File: config.mk
export PLATFORM = sky130hd
export DESIGN_NAME = sized_alu_flags_branch_unit
export DESIGN_NICKNAME = d
export VERILOG_FILES = /design/src/safbu_pkg.sv /design/src/safbu_exec.sv /design/src/sized_alu_flags_branch_unit.sv
export SDC_FILE = /design/constraint.sdc
export NUM_CORES = 1
export LEC_CHECK = 0
export BUFFER_PORTS_ARGS = -buffer_cell sky130_fd_sc_hd__buf_2
export CAP_MARGIN = 0
export CORE_ASPECT_RATIO = 2
export CORE_UTILIZATION = 35
export CTS_BUF_LIST = sky130_fd_sc_hd__clkbuf_4
export DETAILED_ROUTE_END_ITERATION = 16
export HOLD_SLACK_MARGIN = 0.06
export PLACE_DENSITY_LB_ADDON = 0.25
export SYNTH_ARGS = -nofsm -noshare
export SYNTH_HDL_FRONTEND = slang
export SYNTH_SLANG_ARGS = --single-unit
File: constraint.sdc
create_clock -name clock -period 6.66 [get_ports clock]
set_clock_uncertainty 0.05 [all_clocks]
set_input_delay 1.332 -clock clock [delete_from_list [all_inputs] [get_ports clock]]
set_output_delay 1.332 -clock clock [all_outputs]
set_load 0.02 [all_outputs]
File: src/safbu_pkg.sv
`default_nettype none

package safbu_pkg;

   // Operation requested by an input word.
   localparam logic [2:0] REQ_MOVE    = 3'd0;
   localparam logic [2:0] REQ_COMPARE = 3'd1;
   localparam logic [2:0] REQ_ADD     = 3'd2;
   localparam logic [2:0] REQ_SUB     = 3'd3;
   localparam logic [2:0] REQ_BRANCH  = 3'd4;

   // Operand size.
   localparam logic [1:0] SIZE_BYTE = 2'd0;
   localparam logic [1:0] SIZE_WORD = 2'd1;
   localparam logic [1:0] SIZE_LONG = 2'd2;

   // Branch condition codes.
   localparam logic [3:0] COND_VS = 4'd0;
   localparam logic [3:0] COND_VC = 4'd1;
   localparam logic [3:0] COND_CS = 4'd2;
   localparam logic [3:0] COND_CC = 4'd3;
   localparam logic [3:0] COND_EQ = 4'd4;
   localparam logic [3:0] COND_NE = 4'd5;
   localparam logic [3:0] COND_LS = 4'd6;
   localparam logic [3:0] COND_HI = 4'd7;
   localparam logic [3:0] COND_MI = 4'd8;
   localparam logic [3:0] COND_PL = 4'd9;
   localparam logic [3:0] COND_AL = 4'd10;
   localparam logic [3:0] COND_RSV = 4'd11;
   localparam logic [3:0] COND_LT = 4'd12;
   localparam logic [3:0] COND_GE = 4'd13;
   localparam logic [3:0] COND_LE = 4'd14;
   localparam logic [3:0] COND_GT = 4'd15;

   // Fall-through lengths of narrow and wide branches.
   localparam logic [31:0] BRANCH_LEN_NARROW = 32'd2;
   localparam logic [31:0] BRANCH_LEN_WIDE   = 32'd3;

   localparam int REQ_TDATA_W = 120;
   localparam int REQ_TUSER_W = 5;
   localparam int RSP_BITS    = 71;
   localparam int RSP_TDATA_W = 72;

   typedef struct packed {
      logic sign;
      logic zero;
      logic overflow;
      logic carry;
   } flags_type;

   typedef struct packed {
      logic [2:0]         req_type;
      logic [1:0]         op_size;
      logic [31:0]        src_value;
      logic [31:0]        dst_value;
      logic [3:0]         cond_code;
      logic               branch_wide;
      logic [31:0]        branch_address;
      logic signed [15:0] branch_disp;
   } item_type;

   // Packed so that result_value sits in the lowest bits, as on rsp_tdata.
   typedef struct packed {
      logic        bad_condition;
      logic [31:0] next_address;
      logic        branch_taken;
      logic        sign_flag;
      logic        zero_flag;
      logic        overflow_flag;
      logic        carry_flag;
      logic        write_enable;
      logic [31:0] result_value;
   } result_type;

endpackage

`default_nettype wire

File: src/safbu_exec.sv
`default_nettype none

module safbu_exec
   import safbu_pkg::*;
(
   input  item_type   item,
   input  flags_type  flags,
   output result_type result,
   output flags_type  flags_next
);

   logic [31:0] mask;
   logic [31:0] s_m;
   logic [31:0] d_m;
   logic [32:0] sum;
   logic [32:0] diff;
   logic [31:0] r_arith;
   logic        is_sub;
   logic        carry;
   logic        s_sign;
   logic        d_sign;
   logic        r_sign;
   logic        ovf;
   logic        cond_ok;
   logic        lt;
   logic [31:0] disp;
   logic [31:0] fall_len;
   flags_type   arith_flags;

   always_comb begin
      case (item.op_size)
         SIZE_BYTE: mask = 32'h0000_00ff;
         SIZE_WORD: mask = 32'h0000_ffff;
         default:   mask = 32'hffff_ffff;
      endcase
   end

   assign s_m    = item.src_value & mask;
   assign d_m    = item.dst_value & mask;
   assign is_sub = (item.req_type != REQ_ADD);
   assign sum    = {1'b0, d_m} + {1'b0, s_m};
   assign diff   = {1'b0, d_m} - {1'b0, s_m};
   assign r_arith = (is_sub ? diff[31:0] : sum[31:0]) & mask;

   always_comb begin
      case (item.op_size)
         SIZE_BYTE: begin
            s_sign = s_m[7];
            d_sign = d_m[7];
            r_sign = r_arith[7];
            carry  = is_sub ? diff[32] : sum[8];
         end
         SIZE_WORD: begin
            s_sign = s_m[15];
            d_sign = d_m[15];
            r_sign = r_arith[15];
            carry  = is_sub ? diff[32] : sum[16];
         end
         default: begin
            s_sign = s_m[31];
            d_sign = d_m[31];
            r_sign = r_arith[31];
            carry  = is_sub ? diff[32] : sum[32];
         end
      endcase
   end

   // Subtract overflows when the operands differ in sign and the result
   // takes the sign of the subtrahend; add when both operands differ from it.
   assign ovf = is_sub ? ((d_sign ^ s_sign) & (d_sign ^ r_sign))
                       : ((r_sign ^ s_sign) & (r_sign ^ d_sign));

   assign arith_flags.carry    = carry;
   assign arith_flags.overflow = ovf;
   assign arith_flags.zero     = (r_arith == 32'd0);
   assign arith_flags.sign     = r_sign;

   assign lt = flags.sign ^ flags.overflow;

   always_comb begin
      case (item.cond_code)
         COND_VS: cond_ok = flags.overflow;
         COND_VC: cond_ok = !flags.overflow;
         COND_CS: cond_ok = flags.carry;
         COND_CC: cond_ok = !flags.carry;
         COND_EQ: cond_ok = flags.zero;
         COND_NE: cond_ok = !flags.zero;
         COND_LS: cond_ok = flags.carry | flags.zero;
         COND_HI: cond_ok = !(flags.carry | flags.zero);
         COND_MI: cond_ok = flags.sign;
         COND_PL: cond_ok = !flags.sign;
         COND_AL: cond_ok = 1'b1;
         COND_LT: cond_ok = lt;
         COND_GE: cond_ok = !lt;
         COND_LE: cond_ok = lt | flags.zero;
         COND_GT: cond_ok = !(lt | flags.zero);
         default: cond_ok = 1'b0;
      endcase
   end

   assign disp = item.branch_wide ? {{16{item.branch_disp[15]}}, item.branch_disp}
                                  : {{24{item.branch_disp[7]}}, item.branch_disp[7:0]};
   assign fall_len = item.branch_wide ? BRANCH_LEN_WIDE : BRANCH_LEN_NARROW;

   always_comb begin
      result               = '0;
      flags_next           = flags;
      case (item.req_type)
         REQ_MOVE: begin
            result.result_value = s_m;
            result.write_enable = 1'b1;
         end
         REQ_COMPARE: begin
            flags_next = arith_flags;
         end
         REQ_ADD, REQ_SUB: begin
            result.result_value = r_arith;
            result.write_enable = 1'b1;
            flags_next          = arith_flags;
         end
         REQ_BRANCH: begin
            result.bad_condition = (item.cond_code == COND_RSV);
            result.branch_taken  = cond_ok;
            result.next_address  = item.branch_address + (cond_ok ? disp : fall_len);
         end
         default: begin
            result = '0;
         end
      endcase
      result.carry_flag    = flags_next.carry;
      result.overflow_flag = flags_next.overflow;
      result.zero_flag     = flags_next.zero;
      result.sign_flag     = flags_next.sign;
   end

endmodule

`default_nettype wire

File: src/sized_alu_flags_branch_unit.sv
`default_nettype none

// Execute stage with carry, overflow, zero and sign flags. Each input word
// carries one operation (move, compare, add, subtract or conditional branch)
// on byte, word or long operands; each gives exactly one result word with
// the sized result, the flags after the operation and, for a branch, the
// taken bit and next address. An accepted word sits in an input register,
// is evaluated against the current flags and lands in the result register;
// one word can enter every cycle while the result side takes its words.
// The flag register is updated as a word moves into the result register,
// which keeps each branch test in order behind the arithmetic before it.
// Flags clear at reset; reserved condition code 11 raises bad_condition.

module sized_alu_flags_branch_unit
   import safbu_pkg::*;
(
   input  wire                     clock,
   input  wire                     reset,
   input  wire                     req_tvalid,
   output logic                    req_tready,
   // [31:0] src_value, [63:32] dst_value, [67:64] cond_code,
   // [68] branch_wide, [100:69] branch_address, [116:101] branch_disp
   input  wire  [REQ_TDATA_W-1:0]  req_tdata,
   // [2:0] req_type, [4:3] op_size
   input  wire  [REQ_TUSER_W-1:0]  req_tuser,
   output logic                    rsp_tvalid,
   input  wire                     rsp_tready,
   // [31:0] result_value, [32] write_enable, [33] carry_flag,
   // [34] overflow_flag, [35] zero_flag, [36] sign_flag, [37] branch_taken,
   // [69:38] next_address, [70] bad_condition
   output logic [RSP_TDATA_W-1:0]  rsp_tdata
);

   logic       in_valid_ff;
   logic       in_valid_in;
   item_type   item_ff;
   item_type   item_in;
   logic       out_valid_ff;
   logic       out_valid_in;
   result_type result_ff;
   result_type result_in;
   flags_type  flags_ff;
   flags_type  flags_in;
   flags_type  flags_next;
   logic       advance;
   logic       req_fire;

   assign advance    = in_valid_ff && (!out_valid_ff || rsp_tready);
   assign req_tready = !in_valid_ff || advance;
   assign req_fire   = req_tvalid && req_tready;

   assign item_in.req_type       = req_tuser[2:0];
   assign item_in.op_size        = req_tuser[4:3];
   assign item_in.src_value      = req_tdata[31:0];
   assign item_in.dst_value      = req_tdata[63:32];
   assign item_in.cond_code      = req_tdata[67:64];
   assign item_in.branch_wide    = req_tdata[68];
   assign item_in.branch_address = req_tdata[100:69];
   assign item_in.branch_disp    = req_tdata[116:101];

   safbu_exec u_exec (
      .item       (item_ff),
      .flags      (flags_ff),
      .result     (result_in),
      .flags_next (flags_next)
   );

   always_comb begin
      in_valid_in = in_valid_ff;
      if (req_fire) begin
         in_valid_in = 1'b1;
      end else if (advance) begin
         in_valid_in = 1'b0;
      end
      out_valid_in = out_valid_ff;
      if (advance) begin
         out_valid_in = 1'b1;
      end else if (rsp_tready) begin
         out_valid_in = 1'b0;
      end
      flags_in = advance ? flags_next : flags_ff;
   end

   always_ff @(posedge clock) begin
      if (reset) begin
         in_valid_ff  <= 1'b0;
         out_valid_ff <= 1'b0;
         flags_ff     <= '0;
      end else begin
         in_valid_ff  <= in_valid_in;
         out_valid_ff <= out_valid_in;
         flags_ff     <= flags_in;
      end
   end

   always_ff @(posedge clock) begin
      if (req_fire) begin
         item_ff <= item_in;
      end
      if (advance) begin
         result_ff <= result_in;
      end
   end

   assign rsp_tvalid = out_valid_ff;
   assign rsp_tdata  = {{(RSP_TDATA_W - RSP_BITS){1'b0}}, result_ff};

endmodule

`default_nettype wire

# After elaboration in Yosys (flattened, before gate mapping)
# Index checks and enable logic that the tools add are counted.
[totals]
reg_bits = 199
input_bits = 129
output_inout_bits = 74
wordCells = 99
[op_classes]
addsub = 3
eq_ne = 21
n_mux = 20
bitwise_logic = 11
reduce_logical = 21
[op_table]
columns = ["operator", "n"]
rows = [
  ["32-bit bitwise AND", 3],
  ["32-bit two-way mux", 3],
  ["33-bit one-hot mux with 2 select lines", 1],
  ["32-bit one-hot mux with 2 select lines", 1],
  ["32-bit by 32-bit adder with 33-bit output", 1],
  ["32-bit by 32-bit subtractor with 33-bit output", 1],
  ["32-bit adder", 1],
  ["4-bit equality test, second input constant", 8],
  ["32-bit zero test", 1],
  ["4-bit by 3-bit equality test with 1-bit output, second input constant", 4],
  ["1-bit one-hot mux with 15 select lines", 1],
  ["1-bit zero test", 9],
  ["1-bit two-way mux", 9],
  ["4-bit by 2-bit equality test with 1-bit output, second input constant", 2],
  ["1-bit one-hot mux with 2 select lines", 4],
  ["3-bit by 2-bit equality test with 1-bit output, second input constant", 2],
  ["4-bit by 1-bit equality test with 1-bit output, second input constant", 1],
  ["4-bit zero test", 1],
  ["4-bit two-way mux", 1],
  ["2-bit nonzero test", 2],
  ["1-bit bitwise XOR", 4],
  ["3-bit by 1-bit equality test with 1-bit output, second input constant", 1],
  ["3-bit equality test, second input constant", 1],
  ["3-bit zero test", 1],
  ["other kinds (9)", 13],
]

# Depth between registers and ports, before layout
[depth]
depth_word = 11
ltp_mapped = 19
ltp_nobuf = 18

# Modules after synthesis
# From an unflattened synthesis, not the netlist that was laid out.
[unflattened]
cells_unflattened = 1276
hier_area_um2 = 12906.1
[by_module_without_submodules]
columns = ["module", "n_inst", "cells_per_inst", "area_each_um2", "seq_area_each_um2"]
rows = [
  ["safbu_exec", 1, 1053, 6826.5, 0.0],
  ["sized_alu_flags_branch_unit", 1, 223, 6079.6, 5915.7],
]

# Least setup slack after synthesis
# OpenSTA, ideal clock, no wires.
[synth_timing]
path_type = "input port to flip-flop"
from = "input port rsp_tready"
to = "register flags_ff[2] in the netlist's numbering"
setup_time_ns = 0.101
t_arrival_ns = 5.521
t_required_ns = 6.509
slack_ns = 0.987
stages = 4
path_buffers = 0
path_cell_list = "nor2b_1 -> nor2b_1 -> o2111ai_1 -> o32ai_2"
[synth_between]
elab_chain_len = 2
[synth_lines]
columns = ["element", "line_no", "rtl"]
rows = [
  ["start, declared", "sized_alu_flags_branch_unit.sv:27", "input wire rsp_tready,"],
  ["1-bit logical OR", "sized_alu_flags_branch_unit.sv:48", "assign advance = in_valid_ff && (!out_valid_ff || rsp_tready);"],
  ["1-bit logical AND", "sized_alu_flags_branch_unit.sv:48", ""],
  ["named net advance", "sized_alu_flags_branch_unit.sv:45", "logic advance;"],
  ["end signal, assigned", "sized_alu_flags_branch_unit.sv:92", "flags_ff <= flags_in;"],
  ["end, declared", "sized_alu_flags_branch_unit.sv:42", "flags_type flags_ff;"],
]
# The timed path passes the listed nets, and every way through them passes these cells.
# A chain may end at the register's enable or synchronous reset.

==> flow_summary.yaml <==
setup_path:
  critical_path_class: "reg -> reg"
  critical_path.cell_chain: "nor2_1 > nor2b_1 > ha_1 > nor4_1 > o2111ai_1 > and4b_1 > nor3_1 > a221oi_1 > xnor2_1 > o211ai_1 > a2111oi_2 > nand3_1 > o31ai_1"
  crit_fanout: 10
  critPathRequiredTime_ns: 7.07
  cp.arrival_ns: 5.83
  slowest_stage: "sky130_fd_sc_hd__nor2_1"
  start_kind: "flop"
  crit_start: "item_ff[118]"
  critical-path-top-delay-family: "simple AND/OR/NAND/NOR gates"
  reg2reg_from: "item_ff[118]"
  crit_buf_inv: 0
  slowest_delay_ns: 0.64
  setup.worst_path.end_class: "flop"
min_path:
  worst_hold_path_type: "reg -> reg"
  holdCritStartpoint: "in_valid_ff"
synthesis:
  synth_enable_flop_cells: 193
  synth_top_cell_area_share: 0.452
  synth.ff_latch_count: 199
  syn-cell-area_sq_mm: 0.0128
  synth_warnings: 0
  synth_cells: 1263
  syn-mean-instance-area_sq_um: 10.1
  synth_async_sr_flop_share: 0
  synth_fp_nets: 1490
  synth-seq-area-share: 0.462
  synth.largest_area_cell: "sky130_fd_sc_hd__edfxtp_1"
  synth.distinct_cells: 94
  top_ff_cell_synth: "sky130_fd_sc_hd__edfxtp_1"
  synth_area_leaders: "sky130_fd_sc_hd__edfxtp_1, sky130_fd_sc_hd__ha_1, sky130_fd_sc_hd__a21oi_1, sky130_fd_sc_hd__nor2_1, sky130_fd_sc_hd__xnor2_1"
global_routing:
  first_global_vias: 11000
  gr-total-overflow: 0
  antenna_found_initial: 2
  grt_start_max_net_pins: 79
  grt_pass1_wl_mm: 60.8
  gr-usage-all-layers: 0.224
floorplan:
  top_level_ports: 203
  core-area_sq_mm: 0.0359
  die_area_sq_mm: 0.0374
  die-width_um: 137
  start_util: 0.357
  core.rowCount: 98
  die_h_um: 273
finish:
  syn_to_final_growth_pct: 13.9
  layout.nets: 1672
  final_area_sq_mm: 0.0146
  layout.cells.most_common: "sky130_fd_sc_hd__buf_2"
  most_frequent_cells_in_the_layout: "sky130_fd_sc_hd__buf_2, sky130_fd_sc_hd__edfxtp_1, sky130_fd_sc_hd__nor2_1, sky130_fd_sc_hd__nand2_1, sky130_fd_sc_hd__ha_1"
  layout-drive-gt1-share: 0.198
routing:
  detailroute.via_count: 10400
  routed_wire_length_per_instance_um: 21.3
  wirelength_mm: 40.7
  postRouteAntennaNets: 0
  drt_drc_violations_left: 0
  post_drt_via_cell_ratio: 5.46
  detail_route.first_pass.iterations: 5
  detailedRoute.firstIterationViolations: 505
clock_tree:
  cts-buffers-inserted: 17
  cts-root-to-sink-buffers: 2
  cts_root_buffer: "sky130_fd_sc_hd__clkbuf_4"
  cts_num_sinks: 199
  cts-resized-gates: 0
  path_clk_slew_ns: 0.18
  cts_hold_repair.buffers: 0
  cts_tree: "done"
  cts-htree-levels: 4
  cts_post_setup_buffers_inserted: 0
  clock_insertion_delay_worst_skew_ns: 0.65
timing:
  tightestPinTransition_ns: 1.10
  setup-tns-final_ns: 0
  max_freq_mhz: 185
  timing.final.setup_violations: 0
  final_min_period_over_clock_period: 0.813
  min_period_ns: 5.42
  finalMaxSlewViolations: 0
  finalHoldViolations: 0
  unrepaired_setup_endpoints_after_global_routing: "no"
  maxSlewHeadroom: 0.260
pwr:
  internal_power_w: 0.00200
  power.share.clock: 0.216
  power.share.switching: 0.354
  power.density_mw_per_mm2: 212
  power.share.sequential: 0.483
  p_switching_w: 0.00109
  power.leakage_nw: 6.00
  vdd_ir_drop_max_mv: 0.149
  power.share.combinational: 0.301
place:
  gp_routability_congestion: 0.940
  dp_hpwl_mm: 32.3
  portBuffers: 198
  dpl-instance-area_sq_mm: 0.0143
status:
  run_status: "finished, final reports clean"
run:
  number_of_max_capacitance_violations_reported: 0
[cell usage after synthesis, types with 4 or more instances]
| cell | instances |
|---|---|
| sky130_fd_sc_hd__nor4_1 | 12 |
| sky130_fd_sc_hd__nand4_1 | 12 |
| sky130_fd_sc_hd__ha_1 | 95 |
| sky130_fd_sc_hd__o21ai_1 | 12 |
| sky130_fd_sc_hd__o21ai_0 | 47 |
| sky130_fd_sc_hd__nor2b_1 | 26 |
| sky130_fd_sc_hd__o31a_1 | 5 |
| sky130_fd_sc_hd__and2_1 | 21 |
| sky130_fd_sc_hd__o22ai_1 | 21 |
| sky130_fd_sc_hd__a41oi_1 | 5 |
| sky130_fd_sc_hd__a21oi_1 | 90 |
| sky130_fd_sc_hd__buf_2 | 17 |
| sky130_fd_sc_hd__o211ai_1 | 16 |
| sky130_fd_sc_hd__nand2_1 | 97 |
| sky130_fd_sc_hd__inv_1 | 80 |
| sky130_fd_sc_hd__o21bai_1 | 10 |
| sky130_fd_sc_hd__a221oi_1 | 4 |
| sky130_fd_sc_hd__buf_1 | 4 |
| sky130_fd_sc_hd__xor2_1 | 13 |
| sky130_fd_sc_hd__nand3_1 | 24 |
| sky130_fd_sc_hd__a31oi_1 | 15 |
| sky130_fd_sc_hd__nor2_1 | 116 |
| sky130_fd_sc_hd__a211oi_1 | 11 |
| sky130_fd_sc_hd__o31ai_1 | 14 |
| sky130_fd_sc_hd__nor3_1 | 21 |
| sky130_fd_sc_hd__mux2i_1 | 12 |
| sky130_fd_sc_hd__xnor2_1 | 43 |
| sky130_fd_sc_hd__a211oi_2 | 4 |
| sky130_fd_sc_hd__a22oi_1 | 5 |
| sky130_fd_sc_hd__o21a_1 | 13 |
| sky130_fd_sc_hd__edfxtp_1 | 193 |
| sky130_fd_sc_hd__a211o_1 | 4 |
| sky130_fd_sc_hd__or2_2 | 8 |
| sky130_fd_sc_hd__a21o_1 | 24 |
| sky130_fd_sc_hd__clkbuf_1 | 33 |
| sky130_fd_sc_hd__dfxtp_1 | 6 |
| sky130_fd_sc_hd__and3_1 | 7 |
| sky130_fd_sc_hd__or3_1 | 14 |
| sky130_fd_sc_hd__or4_1 | 8 |
| sky130_fd_sc_hd__nand2b_1 | 13 |
| sky130_fd_sc_hd__o211a_1 | 4 |
[power groups by stage]
stage	clock, W	combinational, W	sequential, W
after floorplan	0	0.000599	0.00155
after global placement	0	0.000918	0.00152
after detailed placement	0	0.000921	0.00152
after CTS	0.000704	0.000928	0.00150
after global routing	0.000732	0.00101	0.00150
final	0.000669	0.000929	0.00149
[metrics by stage]
step | hold slack (ns) | utilization | instances | total power [W] | setup slack [ns]
after global routing | 0.520 | 0.406 | 1910 | 0.00324 | 1.04
after detailed placement | 0.458 | 0.398 | 1876 | 0.00244 | 1.40
after CTS | 0.484 | 0.406 | 1908 | 0.00313 | 1.34
after global placement | 0.456 | 0.398 | 1876 | 0.00244 | 1.46
final | 0.484 | 0.406 | 1910 | 0.00309 | 1.24
after floorplan | 0.428 | - | 1263 | 0.00215 | 0.987
[per-layer routing]
metal	track usage	part of all wire	vias to the layer above
met1	0.190	0.32	4962
met4	0.146	0.066	0
li1	-	-	5073
met5	0	0	-
met3	0.0354	0.036	103
met2	0.454	0.58	282
[path summary, 6_finish.rpt]
kind	depth (start not counted)	slack (ns)	endpoint
worst min-delay path	2	0.48	rsp_tvalid
worst max register to register	13	1.24	rsp_tdata[35]
worst min register to register	2	0.48	rsp_tvalid
worst max-delay path	13	1.24	rsp_tdata[35]
[registers in the layout (all words and copies together) (netlist names)]
register     flops
rsp_tvalid       1
rsp_tdata       71
in_valid_ff      1
flags_ff         4
item_ff        122
[final cells by class]
| type | count | area, sq um |
|---|---|---|
| antenna | 2 | 5.00 |
| clock buffer | 17 | 128 |
| clock inverter | 15 | 164 |
| fill | 3627 | 21300 |
| inverter | 82 | 308 |
| multi-input combinational | 926 | 6360 |
| sequential | 199 | 5920 |
| tap | 450 | 563 |
| timing repair buffer | 219 | 1150 |
[worst min-delay path: cells and delay by family (launching register included)]
family / cells / cell delay (ns)
flip-flops: 1 / 0.37
AND/OR/NAND/NOR: 2 / 0.14
[cell families after synthesis]
logic type / share of synthesized area
xor gates and xnor gates: 0.0383
other: 0.000293
buffers and inverters: 0.0430
DFF: 0.462
AOI/OAI and AO/OA: 0.195
and+or+nand+nor: 0.153
muxes: 0.0111
adders and majority gates: 0.0975
No activity file was read; power rests on OpenSTA's default activity.
